==> src/design/skc_pkg.sv <==
// shared types, operator codes and character constants for the keystroke calculator
package skc_pkg;

  // pending operator codes
  typedef enum logic [2:0] {
    OP_NONE = 3'd0,
    OP_ADD  = 3'd1,
    OP_SUB  = 3'd2,
    OP_MUL  = 3'd3,
    OP_DIV  = 3'd4,
    OP_MOD  = 3'd5
  } op_t;

  // control word from the sequencer to the multiply / divide unit
  typedef struct packed {
    logic start;
    logic divide;
  } unit_req_t;

  localparam logic [7:0] CH_PLUS  = 8'h2B;
  localparam logic [7:0] CH_MINUS = 8'h2D;
  localparam logic [7:0] CH_STAR  = 8'h2A;
  localparam logic [7:0] CH_SLASH = 8'h2F;
  localparam logic [7:0] CH_PCT   = 8'h25;
  localparam logic [7:0] CH_SPACE = 8'h20;
  localparam logic [7:0] CH_TAB   = 8'h09;
  localparam logic [7:0] CH_LF    = 8'h0A;
  localparam logic [7:0] CH_CR    = 8'h0D;
  localparam logic [7:0] CH_CARET = 8'h5E;
  localparam logic [7:0] CH_LOW_R = 8'h72;

  function automatic op_t op_of(input logic [7:0] ch);
    op_t op;
    case (ch)
      CH_PLUS:  op = OP_ADD;
      CH_MINUS: op = OP_SUB;
      CH_STAR:  op = OP_MUL;
      CH_SLASH: op = OP_DIV;
      CH_PCT:   op = OP_MOD;
      default:  op = OP_NONE;
    endcase
    return op;
  endfunction

  function automatic logic is_ignored(input logic [7:0] ch);
    return (ch == CH_SPACE) || (ch == CH_TAB) || (ch == CH_LF) || (ch == CH_CR) ||
           (ch == CH_CARET) || (ch == CH_LOW_R);
  endfunction

endpackage

==> src/design/skc_in_if.sv <==
// keystroke input channel: one character word per handshake
interface skc_in_if;
  logic       valid;
  logic       ready;
  logic [7:0] character;
  logic       end_of_expression;

  modport source (output valid, output character, output end_of_expression, input ready);
  modport sink   (input valid, input character, input end_of_expression, output ready);
endinterface

==> src/design/skc_out_if.sv <==
// result channel: one evaluated expression word per handshake
interface skc_out_if;
  logic       valid;
  logic       ready;
  logic [7:0] result_value;
  logic       divide_by_zero;

  modport source (output valid, output result_value, output divide_by_zero, input ready);
  modport sink   (input valid, input result_value, input divide_by_zero, output ready);
endinterface

==> src/design/skc_muldiv.sv <==
// iterative shift-add multiplier and restoring divider around one shared adder
module skc_muldiv #(
  parameter int W = 8
) (
  input  logic                clk,
  input  logic                rst,
  input  skc_pkg::unit_req_t  req,
  input  logic [W-1:0]        a,
  input  logic [W-1:0]        b,
  output logic                done,
  output logic [W-1:0]        product,
  output logic [W-1:0]        quotient,
  output logic [W-1:0]        remainder
);

  localparam int CntW = $clog2(W + 1);
  localparam logic [CntW-1:0] Steps = CntW'(W);

  logic            busy;
  logic            divide;
  logic [CntW-1:0] count;
  logic [W-1:0]    hi;
  logic [W-1:0]    lo;

  logic [W:0]      add_x;
  logic [W:0]      add_y;
  logic [W+1:0]    add_sum;

  // multiply adds a into the high half, divide subtracts b from the shifted remainder
  always_comb begin
    if (divide) begin
      add_x = {hi, lo[W-1]};
      add_y = ~{1'b0, b};
    end else begin
      add_x = {1'b0, hi};
      add_y = lo[0] ? {1'b0, a} : '0;
    end
    add_sum = {1'b0, add_x} + {1'b0, add_y} + (W + 2)'(divide);
  end

  assign done      = busy && (count == '0);
  assign product   = (hi != '0) ? '1 : lo;
  assign quotient  = lo;
  assign remainder = hi;

  always_ff @(posedge clk) begin
    if (rst) begin
      busy  <= 1'b0;
      count <= '0;
    end else if (req.start) begin
      busy  <= 1'b1;
      count <= Steps;
    end else if (done) begin
      busy  <= 1'b0;
    end else if (busy) begin
      count <= count - 1'b1;
    end
  end

  always_ff @(posedge clk) begin
    if (req.start) begin
      divide <= req.divide;
      hi     <= '0;
      lo     <= req.divide ? a : b;
    end else if (busy && (count != '0)) begin
      if (divide) begin
        hi <= add_sum[W+1] ? add_sum[W-1:0] : add_x[W-1:0];
        lo <= {lo[W-2:0], add_sum[W+1]};
      end else begin
        hi <= add_sum[W:1];
        lo <= {add_sum[0], lo[W-1:1]};
      end
    end
  end

endmodule

==> src/design/saturating_keystroke_calculator.sv <==
// top level of the saturating keystroke calculator
// Usage: key_in carries one ASCII character word per handshake with an end flag;
// res_out carries one result word (value and divide-by-zero flag) per expression.
// Expressions evaluate strictly left to right on DATA_WIDTH-bit unsigned values.
// A digit or ignored character is taken in ST_IDLE. An operator first resolves
// the pending operator in ST_RESOLVE: add, subtract, a first operand or a
// division by zero finish there, while multiply, divide or modulo wait in
// ST_BUSY for the shared shift-add / restoring unit that runs one bit per
// cycle. The end flag runs one more resolve with the pending operator, and
// ST_EMIT then loads the result register.
// The result sits in an output register, so new characters are taken while it
// waits; a second result waits in the load step until the receiver takes the
// first one, and key_in.ready stays low meanwhile.
// Reset clears operand, accumulator, pending operator, error flag and the output
// valid flag; each result clears operand, accumulator, operator and error flag.
module saturating_keystroke_calculator #(
  parameter int DATA_WIDTH = 8
) (
  input logic       clk,
  input logic       rst,
  skc_in_if.sink    key_in,
  skc_out_if.source res_out
);

  localparam logic [DATA_WIDTH-1:0] ValMax = '1;

  typedef enum logic [3:0] {
    ST_IDLE    = 4'b0001,
    ST_RESOLVE = 4'b0010,
    ST_BUSY    = 4'b0100,
    ST_EMIT    = 4'b1000
  } state_t;

  state_t                 state, state_next;
  logic [DATA_WIDTH-1:0]  operand, operand_next;
  logic [DATA_WIDTH-1:0]  accum, accum_next;
  skc_pkg::op_t           pending, pending_next;
  skc_pkg::op_t           new_op, new_op_next;
  logic                   error_seen, error_seen_next;
  logic                   last_flag, last_flag_next;
  logic                   final_pass, final_pass_next;
  logic                   out_valid, out_valid_next;
  logic [7:0]             out_value, out_value_next;
  logic                   out_err, out_err_next;

  skc_pkg::unit_req_t     unit_req;
  logic                   unit_done;
  logic [DATA_WIDTH-1:0]  unit_product;
  logic [DATA_WIDTH-1:0]  unit_quotient;
  logic [DATA_WIDTH-1:0]  unit_remainder;

  logic                   accept;
  skc_pkg::op_t           key_op;
  logic [DATA_WIDTH+4:0]  digit_sum;
  logic [DATA_WIDTH-1:0]  digit_sat;
  logic [DATA_WIDTH:0]    add_sum;
  logic [DATA_WIDTH+7:0]  accum_ext;
  logic                   finish;
  logic [DATA_WIDTH-1:0]  finish_value;

  skc_muldiv #(.W(DATA_WIDTH)) u_muldiv (
    .clk       (clk),
    .rst       (rst),
    .req       (unit_req),
    .a         (accum),
    .b         (operand),
    .done      (unit_done),
    .product   (unit_product),
    .quotient  (unit_quotient),
    .remainder (unit_remainder)
  );

  assign key_in.ready           = (state == ST_IDLE);
  assign accept                 = key_in.valid && key_in.ready;
  assign key_op                 = skc_pkg::op_of(key_in.character);
  assign res_out.valid          = out_valid;
  assign res_out.result_value   = out_value;
  assign res_out.divide_by_zero = out_err;

  // operand * 10 + low nibble, saturating
  assign digit_sum = ({5'b0, operand} << 3) + ({5'b0, operand} << 1) +
                     {{(DATA_WIDTH + 1){1'b0}}, key_in.character[3:0]};
  assign digit_sat = (digit_sum > {5'b0, ValMax}) ? ValMax : digit_sum[DATA_WIDTH-1:0];
  assign add_sum   = {1'b0, accum} + {1'b0, operand};
  assign accum_ext = {8'b0, accum};

  always_comb begin
    state_next      = state;
    operand_next    = operand;
    accum_next      = accum;
    pending_next    = pending;
    new_op_next     = new_op;
    error_seen_next = error_seen;
    last_flag_next  = last_flag;
    final_pass_next = final_pass;
    out_valid_next  = out_valid && !res_out.ready;
    out_value_next  = out_value;
    out_err_next    = out_err;
    unit_req        = '0;
    finish          = 1'b0;
    finish_value    = accum;

    case (state)
      ST_IDLE: begin
        if (accept) begin
          if (key_op != skc_pkg::OP_NONE) begin
            new_op_next     = key_op;
            last_flag_next  = key_in.end_of_expression;
            final_pass_next = 1'b0;
            state_next      = ST_RESOLVE;
          end else begin
            if (!skc_pkg::is_ignored(key_in.character)) begin
              operand_next = digit_sat;
            end
            if (key_in.end_of_expression) begin
              final_pass_next = 1'b1;
              state_next      = ST_RESOLVE;
            end
          end
        end
      end
      ST_RESOLVE: begin
        case (pending)
          skc_pkg::OP_NONE: begin
            finish       = 1'b1;
            finish_value = operand;
          end
          skc_pkg::OP_ADD: begin
            finish       = 1'b1;
            finish_value = add_sum[DATA_WIDTH] ? ValMax : add_sum[DATA_WIDTH-1:0];
          end
          skc_pkg::OP_SUB: begin
            finish       = 1'b1;
            finish_value = (operand > accum) ? '0 : accum - operand;
          end
          skc_pkg::OP_MUL: begin
            unit_req.start  = 1'b1;
            unit_req.divide = 1'b0;
            state_next      = ST_BUSY;
          end
          skc_pkg::OP_DIV, skc_pkg::OP_MOD: begin
            if (operand == '0) begin
              finish          = 1'b1;
              finish_value    = ValMax;
              error_seen_next = 1'b1;
            end else begin
              unit_req.start  = 1'b1;
              unit_req.divide = 1'b1;
              state_next      = ST_BUSY;
            end
          end
          default: begin
            finish       = 1'b1;
            finish_value = accum;
          end
        endcase
      end
      ST_BUSY: begin
        if (unit_done) begin
          finish = 1'b1;
          case (pending)
            skc_pkg::OP_MUL: finish_value = unit_product;
            skc_pkg::OP_DIV: finish_value = unit_quotient;
            skc_pkg::OP_MOD: finish_value = unit_remainder;
            default:         finish_value = accum;
          endcase
        end
      end
      ST_EMIT: begin
        // hold the result until the output register is free
        if (!out_valid || res_out.ready) begin
          out_valid_next  = 1'b1;
          out_value_next  = accum_ext[7:0];
          out_err_next    = error_seen;
          operand_next    = '0;
          accum_next      = '0;
          pending_next    = skc_pkg::OP_NONE;
          error_seen_next = 1'b0;
          state_next      = ST_IDLE;
        end
      end
      default: begin
        state_next = ST_IDLE;
      end
    endcase

    if (finish) begin
      accum_next   = finish_value;
      operand_next = '0;
      if (final_pass) begin
        pending_next = skc_pkg::OP_NONE;
        state_next   = ST_EMIT;
      end else begin
        pending_next = new_op;
        if (last_flag) begin
          final_pass_next = 1'b1;
          state_next      = ST_RESOLVE;
        end else begin
          state_next = ST_IDLE;
        end
      end
    end
  end

  always_ff @(posedge clk) begin
    if (rst) begin
      state      <= ST_IDLE;
      operand    <= '0;
      accum      <= '0;
      pending    <= skc_pkg::OP_NONE;
      error_seen <= 1'b0;
      out_valid  <= 1'b0;
      last_flag  <= 1'b0;
      final_pass <= 1'b0;
    end else begin
      state      <= state_next;
      operand    <= operand_next;
      accum      <= accum_next;
      pending    <= pending_next;
      error_seen <= error_seen_next;
      out_valid  <= out_valid_next;
      last_flag  <= last_flag_next;
      final_pass <= final_pass_next;
    end
  end

  always_ff @(posedge clk) begin
    new_op    <= new_op_next;
    out_value <= out_value_next;
    out_err   <= out_err_next;
  end

endmodule

==> src/flat_wrapper.sv <==
// flat-port wrapper written by rule: the top's interface ports become plain ports
module saturating_keystroke_calculator_flat 
#(
  parameter int DATA_WIDTH = 8
)
  (clk, rst, key_in_valid, key_in_character, key_in_end_of_expression, key_in_ready, res_out_valid, res_out_result_value, res_out_divide_by_zero, res_out_ready);
  skc_in_if key_in_i ();
  skc_out_if res_out_i ();
  input logic clk;
  input logic rst;
  input wire logic [$bits(key_in_i.valid)-1:0] key_in_valid;
  input wire logic [$bits(key_in_i.character)-1:0] key_in_character;
  input wire logic [$bits(key_in_i.end_of_expression)-1:0] key_in_end_of_expression;
  output wire logic [$bits(key_in_i.ready)-1:0] key_in_ready;
  output wire logic [$bits(res_out_i.valid)-1:0] res_out_valid;
  output wire logic [$bits(res_out_i.result_value)-1:0] res_out_result_value;
  output wire logic [$bits(res_out_i.divide_by_zero)-1:0] res_out_divide_by_zero;
  input wire logic [$bits(res_out_i.ready)-1:0] res_out_ready;
  assign key_in_i.valid = key_in_valid;
  assign key_in_i.character = key_in_character;
  assign key_in_i.end_of_expression = key_in_end_of_expression;
  assign key_in_ready = key_in_i.ready;
  assign res_out_valid = res_out_i.valid;
  assign res_out_result_value = res_out_i.result_value;
  assign res_out_divide_by_zero = res_out_i.divide_by_zero;
  assign res_out_i.ready = res_out_ready;
  saturating_keystroke_calculator #(.DATA_WIDTH(DATA_WIDTH)) u_core (.clk(clk), .rst(rst), .key_in(key_in_i), .res_out(res_out_i));
endmodule
==> config.mk <==
export PLATFORM = sky130hd
export DESIGN_NAME = saturating_keystroke_calculator_flat
export DESIGN_NICKNAME = d
export VERILOG_FILES = /design/src/design/skc_pkg.sv /design/src/design/skc_in_if.sv /design/src/design/skc_out_if.sv /design/src/design/skc_muldiv.sv /design/src/design/saturating_keystroke_calculator.sv /design/src/flat_wrapper.sv
export SDC_FILE = /design/constraint.sdc
export NUM_CORES = 1
export LEC_CHECK = 0
export CAP_MARGIN = 20
export CORE_AREA = 2 2 134 84
export DETAILED_ROUTE_END_ITERATION = 12
export DIE_AREA = 0 0 136 86
export DONT_BUFFER_PORTS = 1
export GPL_ROUTABILITY_DRIVEN = 0
export HOLD_SLACK_MARGIN = 0.15
export PLACE_DENSITY = 0.74
export SYNTH_ARGS = -nofsm -noshare
export SYNTH_HDL_FRONTEND = slang
export SYNTH_SLANG_ARGS = --single-unit
==> constraint.sdc <==
create_clock -name clk -period 8.7 [get_ports clk]
set_input_delay 1.305 -clock clk [delete_from_list [all_inputs] [get_ports clk]]
set_output_delay 1.305 -clock clk [all_outputs]
set_load 0.02 [all_outputs]
Word-level counts from Yosys, hierarchy flattened
Cells that the tools add are included.

word-level totals
  register bits after elaboration = 61
  output and inout bits = 11
  logic and storage cells = 168

cells by class
  reductions and logical operators = 37
  bitwise logic cells = 2
  equal/unequal tests = 38
  order comparisons = 2
  muxes and demuxes = 65
  $add $sub $neg = 7

operators with widths
  kind                                                  count
  two-way mux 8 bit                                     19
  == test 8 x 6 -> 1 bit (second input constant)        6
  two-way mux 4 bit                                     10
  case mux 8 bit (2 select lines)                       2
  case mux 8 bit (4 select lines)                       1
  == test 8 x 4 -> 1 bit (second input constant)        3
  case mux 8 bit (3 select lines)                       1
  two-way mux 9 bit                                     2
  == test 8 x 7 -> 1 bit (second input constant)        2
  two-way mux 1 bit                                     16
  case mux 4 bit (4 select lines)                       1
  case mux 3 bit (5 select lines)                       1
  nonzero test 2 bit                                    7
  adder 13 x 4 -> 13 bit                                1
  > comparator 13 x 8 -> 1 bit (second input constant)  1
  adder 11 x 9 -> 12 bit                                1
  two-way mux 3 bit                                     4
  adder 10 x 1 -> 10 bit                                1
  adder 9 x 9 -> 10 bit                                 1
  adder 8 x 8 -> 9 bit                                  1
  inequality test 3 bit (second input constant)         3
  inverter 8 -> 9 bit                                   1
  > comparator 8 bit                                    1
  zero test 8 bit                                       1
  37 further kinds                                      64

Longest topological paths before layout
Gate-level depths: netlist (run 1).

  depth in word-level cells = 10
  gate-level depth with buffers = 13
  mapped depth without buffers = 12

Modules after synthesis
A second synthesis (run 1) with hierarchy kept.

unflattened totals
  cells, all modules = 609
  area total of the unflattened synthesis = 5133.7 um^2

modules (own cells, without submodules)
  module                           seq. area each (um^2)  area an instance (um^2)  cells each  times used
  saturating_keystroke_calculator  900.9                  3318.2                   389         1
  skc_muldiv                       530.5                  1815.5                   220         1

Least setup slack after synthesis (run 1)
Ideal clock, no wire load.

  path kind = input-to-reg
  start = input key_in_character[3]
  end = register u_core.operand[3]
  path buffers = 0
  data arrival time = 3054 ps
  setup slack = 5506 ps
  stages = 7
  cell sequence = ha_1 > a21oi_1 > a211o_1 > nor3_1 > nand4b_4 > a2111oi_4 > a221oi_1

between the ends
  longest elaborated chain between the ends = 8
  elaborated cells between the ends (all ways) = 28

RTL lines
  item                                                            line                                    text
  from (decl)                                                     flat_wrapper.sv:12                      input wire logic [$bits(key_in_i.character)-1:0] key_in_character;
  branches (longest 8 deep; another with adder 13 x 4 -> 13 bit)  -
  to (signal assigned)                                            saturating_keystroke_calculator.sv:217  operand <= operand_next;
  to (decl)                                                       saturating_keystroke_calculator.sv:35   logic [DATA_WIDTH-1:0] operand, operand_next;

Several ways; the timed one is not identified. The select of a mux whose other input is x is not followed.
A chain may end at the register's enable or synchronous reset.

Final worst setup path (run 1)
  start = register u_core.u_muldiv.divide
  end = register u_core.u_muldiv.hi[1], in the netlist u_core.u_muldiv.remainder[1]

between the ends
  longest elaborated chain between the ends = 5
  elaborated cells between the ends (all ways) = 6

RTL lines
  item                    line              text
  from (decl)             skc_muldiv.sv:20  logic divide;
  from (signal assigned)  skc_muldiv.sv:62  divide <= req.divide;
  two-way mux 9 bit       skc_muldiv.sv:31  if (divide) begin
  adder 9 x 9 -> 10 bit   skc_muldiv.sv:38  add_sum = {1'b0, add_x} + {1'b0, add_y} + (W + 2)'(divide);
  adder 10 x 1 -> 10 bit  skc_muldiv.sv:38
  two-way mux 8 bit       skc_muldiv.sv:67  hi <= add_sum[W+1] ? add_sum[W-1:0] : add_x[W-1:0];
  two-way mux 8 bit (*)   skc_muldiv.sv:66  if (divide) begin
  to (signal assigned)    skc_muldiv.sv:67
  to (signal assigned)    skc_muldiv.sv:70  hi <= add_sum[W:1];
  to (decl)               skc_muldiv.sv:22  logic [W-1:0] hi;

Every way passes the cells marked *; elsewhere a longest branch is shown, timed or not.

==> results of run 1 <==
==> final timing paths <==
path                                                to  cells past startpoint                              from
max reg2reg  u_core.u_muldiv.remainder[1]$_SDFFE_PP0P_                     10  u_core.u_muldiv.divide$_DFFE_PP_
min reg2reg    u_core.res_out.divide_by_zero$_DFFE_PP_                      0    u_core.error_seen$_SDFFE_PP0P_
max          u_core.u_muldiv.remainder[1]$_SDFFE_PP0P_                     10  u_core.u_muldiv.divide$_DFFE_PP_
min            u_core.res_out.divide_by_zero$_DFFE_PP_                      0    u_core.error_seen$_SDFFE_PP0P_
==> sequential cells by signal, summed over array words and instances, names as in the netlist, 3 cells and up <==
name	cells
u_core.new_op	3
u_core.u_muldiv.count	4
u_core.u_muldiv.quotient	8
u_core.state	4
u_core.accum	8
u_core.operand	8
u_core.pending	3
u_core.u_muldiv.remainder	8
u_core.res_out.result_value	8
==> per-stage QoR <==
| stage | utilization, % | power [W] | instance area [µm²] |
|---|---|---|---|
| after floorplan | - | 0.00101 | 5110 |
| after global placement | 49.8 | 0.00116 | 5160 |
| after detailed placement | 49.8 | 0.00118 | 5160 |
| after CTS | 52.6 | 0.00154 | 5460 |
| after global routing | 52.6 | 0.00166 | 5460 |
| final | 52.6 | 0.00156 | 5460 |
==> power by group <==
group	switching (W)	leakage, nW	internal [W]
registers	0.0000851	0.528	0.000324
logic	0.000463	1.33	0.000337
clock network	0.000130	0.138	0.000221
==> layout make-up <==
class / count / area (µm²)
clock buffers: 10 / 229
multi-input cells: 479 / 3450
clock inverters: 6 / 63.8
repair buffers: 1 / 7.51
flip-flops and latches: 61 / 1430
inverters: 27 / 101
fillers: 951 / 4920
well taps: 139 / 174
==> worst register-to-register path: stages, from the launching register on <==
cell       delay (ps)
edfxtp_1          360
buf_4             260
inv_1             530
a31oi_1           190
fa_1              420
nor2b_1           210
o2111ai_1         170
a31oi_1           920
mux2i_1           320
a211oi_1          100
a31o_2            230
==> cell usage in the layout (no fill, tap or decap), types with 10 or more instances in the layout <==
master	n
nor2b_1	16
edfxtp_1	21
o21ai_0	40
nor3_1	15
nand2b_1	12
a22oi_1	10
a21oi_1	38
nand3_1	18
nor2_1	42
nor4_1	11
nand2_1	35
dfxtp_1	40
a31oi_1	12
ha_1	33
mux2i_1	12
a211oi_1	12
inv_1	27
==> routing by layer <==
layer  up-vias  GRT usage (%)  share of wire (%)
met5         -              0                  0
met4         0           6.53                1.2
met3        20           8.22                 12
met2       288           34.5                 39
met1      2342           39.1                 48
li1       2269              -                  -
==> cell families after synthesis <==
logic type               Yosys count  synth area share [%]
adder cells (fa/ha/maj)           40                  10.6
XOR/XNOR                          17                  2.91
AND/OR/NAND/NOR                  200                  22.2
multiplexers                      21                  4.33
AO/OA/AOI/OAI                    201                  27.5
flip-flops                        61                  28.0
buffers and inverters             57                  4.50
==> impl_results.md, run 1 <==
- Hold Slack: roughly 440 ps
- Top cells by area, synth: dfxtp_1, edfxtp_1, ha_1
- LEAKAGE: approximately 2 nW
- Worst path most repeated cell: a31oi_1
- DR pass1 iterations: 5
- Setup bufs post-CTS: 0
- Outcome: finished, final reports clean
- Overflow after GRT: 0
- Starting Density: about half
- Cell family with most CP delay: compound AO/OA/AOI/OAI gates
- # rows: 29
- CP max stage cell: a31oi_1
- Dominant cell type by area after synthesis: dfxtp_1
- Number of synthesized flops with an enable pin: 21
- Total track usage: about 26%
- Core area: 0.0104 mm²
- Worst setup margin: 4890 ps
- Dpl cells: about 710
- Die X: around 140 µm
- Place WS: around 5000 ps
- Vias in the first global route: 4498
- Unrepaired setup endpoints after global routing: no
- Synthesized instance count: around 600
- Crit end category: flip-flop
- Crit share post-route: 43.8%
- PD cells: between 200 and 300 mW/mm²
- IO Pins: 24
- Final nets: between 600 and 700
- Root buf cell: clkbuf_16
- Arrival @ worst endpoint: between 4000 and 5000 ps
- Clk_lat worst skew: approximately 340 ps
- Fmax: around 260 MHz
- PostCTS Resize Cnt: 0
- Hold Fails Final Rpt: 0
- Synth Flop Type: dfxtp_1
- Top-count cell post-synth: nor2_1
- Minimum clock period: roughly 3800 ps
- WL per Instance: about 20 µm
- Die Span Y: 86 µm
- Setup TNS: 0 ps
- Kind of critical path: flip-flop to flip-flop
- Async SR Flop Fraction: 0%
- Die area: ~0.012 mm²
- Slowest Stage Delay on Critical Path: 920 ps
- Bufs on Longest Clock Path: 2
- Share of the synthesized area in the top cell type: 15.7%
- Finished Layout Cells: 723
- Syn_area_per_cell: approximately 8.6 µm²
- PortBufs: 0
- DP Wirelength: between 10 and 15 mm
- Critical path launch point type: flip-flop
- ANT nets after route: 0
- Routed wire length: ~14 mm
- Top cells by count, synth: nor2_1, dfxtp_1, o21ai_0
- Final Max Slew Viols: 0
- Antenna diode count: 0
- DRC: 0
- CTS tree: done
- TritonCTS buffer count: 9
- Yosys warns: 0
- Post-synthesis sequential area ratio: 28.0%
- WP data required: a little under 9000 ps
- #FFs+latches synth: 61
- Setup Skew: 5.07 ps
- Worst slew margin: a little over a quarter
- TritonCTS Sinks: ~60
- Max_cap viols: 0
- Peak supply drop: between 0.1 and 0.15 mV
- Via/cell ratio: between 6 and 7
- First-pass GRT wire length: approximately 24 mm
- Largest net degree at the start of global routing: 30
- Syn Nets: roughly 650
- Starting DRT DRC Count: between 500 and 600
- CP Buf/Inv Count: 2
- Synthesized area: between 0.005 and 0.006 mm²
- P&R area growth vs syn: 6.75%
- Measured slew at the worst slew-check pin: about 1100 ps
- Hold WC Path Type: flip-flop to flip-flop
- R2r setup slk: 4890 ps
- Worst-path clk slew: approximately 50 ps
- Cells along the critical path: buf_4 > inv_1 > a31oi_1 > fa_1 > nor2b_1 > o2111ai_1 > a31oi_1 > mux2i_1 > a211oi_1 > a31o_2
- Via count: 4919
- Netlist cell types: between 70 and 80
- Final setup fails: 0
- Share of layout cells above drive strength 1: around 8%
- Critical path peak fanout: 29
- Hold_buf cts: 0
- H-tree Lvls: 3
- Initial antenna violation count: 0
Power figures use the tool's default switching activity.
==> run 2, diff against run 1 <==
- clock period: 8.7 -> 3.6 ns (I/O delays scaled with it)
==> impl_results.md, run 2 (synthesis results as in run 1) <==
- Outcome: finished, final reports clean
- Share of layout cells above drive strength 1: under 10%
- Worst-path clk slew: roughly 60 ps
- Minimum clock period: ~3200 ps
- PD cells: roughly 700 mW/mm²
- # rows: 29
- Antenna diode count: 0
- Core Util, Final: 53.5%
- Final Max Slew Viols: 0
- DR pass1 iterations: 5
- First-pass GRT wire length: around 23 mm
- Commonest non-fill, non-tap cell in the layout: nor2_1
- Final setup fails: 0
- Largest net degree at the start of global routing: 29
- TritonCTS Sinks: 61
- Worst slew margin: 29.3%
- Kind of critical path: flip-flop to flip-flop
- Final nets: about 640
- Place WS: ~460 ps
- Die area: around 0.012 mm²
- Arrival @ worst endpoint: 3360 ps
- Root buf cell: clkbuf_16
- WP data required: approximately 3800 ps
- ANT nets after route: 0
- Measured slew at the worst slew-check pin: between 1000 and 1500 ps
- Overflow after GRT: 0
- Crit share post-route: 88.1%
- Max_cap viols: 0
- Finished Layout Cells: 730
- Fmax: 315 MHz
- Die X: approximately 140 µm
- Peak supply drop: about 0.34 mV
- TritonCTS buffer count: 9
- Hold_buf cts: 0
- LEAKAGE: 2.06 nW
- Worst setup margin: 430 ps
- Critical path launch point type: flip-flop
- Bufs on Longest Clock Path: 2
- Initial antenna violation count: 0
- Setup TNS: 0 ps
- PostCTS Resize Cnt: 0
- Total track usage: 25.3%
- Vias in the first global route: 4391
- Die Span Y: approximately 86 µm
- CTS tree: done
- PortBufs: 0
- Clk_lat worst skew: between 300 and 400 ps
- Core area: between 0.01 and 0.015 mm²
- Critical path peak fanout: 10
- Hold Fails Final Rpt: 0
- Commonest non-fill, non-tap cells in the layout: nor2_1, o21ai_0, dfxtp_1
- Crit end category: flip-flop
- Hold WC Path Type: input pin to flip-flop
- Via count: between 4000 and 5000
- DP Wirelength: 10.8 mm
- Unrepaired setup endpoints after global routing: no
- DRC: 0
- Via/cell ratio: roughly 6.6
- Dpl cells: approximately 710
- Routed wire length: around 14 mm
- P&R area growth vs syn: 8.64%
- Starting DRT DRC Count: about 600
- WL per Instance: 19.7 µm
- Setup Skew: about 12 ps
- Starting Density: roughly 50%
- H-tree Lvls: 3
- IO Pins: 24
- Setup bufs post-CTS: 0
run 2: final timing paths:
kind                                                startpoint                                 endpoint  slack (ps)  depth (start not counted)
worst min register to register  u_core.error_seen$_SDFFE_PP0P_  u_core.res_out.divide_by_zero$_DFFE_PP_         450                          0
worst max-delay path            u_core.operand[1]$_SDFFE_PP0P_           u_core.operand[3]$_SDFFE_PP0P_         430                          8
worst min-delay path                                       rst          u_core.res_out.valid$_SDFF_PP0_         260                          1
worst max register to register  u_core.operand[1]$_SDFFE_PP0P_           u_core.operand[3]$_SDFFE_PP0P_         430                          8
run 2: worst max-delay path, stage by stage, from the launching register on:
cell,delay (ps)
dfxtp_1,570
inv_1,260
fa_1,510
xor2_1,200
a211o_1,330
nor3_1,330
nand4b_4,170
a2111oi_4,520
a221oi_1,140
run 2: per-layer routing:
metal | vias up | global-route usage [%] | part of all wire [%]
li1 | 2284 | - | -
met1 | 2269 | 38.2 | 49
met2 | 243 | 33.8 | 39
met3 | 20 | 8.81 | 11
met4 | 0 | 6.34 | 1.0
met5 | - | 0 | 0
run 2: cell type report:
class,instances,area (µm²)
clock inverters,5,61.3
inverters,27,101
repair buffers,8,60.1
flip-flops and latches,61,1430
clock buffers,11,275
well taps,139,174
multi-input cells,479,3450
fillers,928,4820
run 2: through the flow:
step	hold WS [ps]	cell area, µm²	power [W]
global placement	422	5220	0.00281
CTS	256	5550	0.00382
global route	258	5550	0.00410
floorplan	409	5110	0.00243
detailed placement	426	5220	0.00285
finish	263	5550	0.00386
run 2: power by group:
group          switching [W]  total (W)  internal [W]
sequential          0.000186   0.000968      0.000782
combinational        0.00111    0.00194      0.000823
clock               0.000334   0.000957      0.000623
total                0.00164    0.00386       0.00223
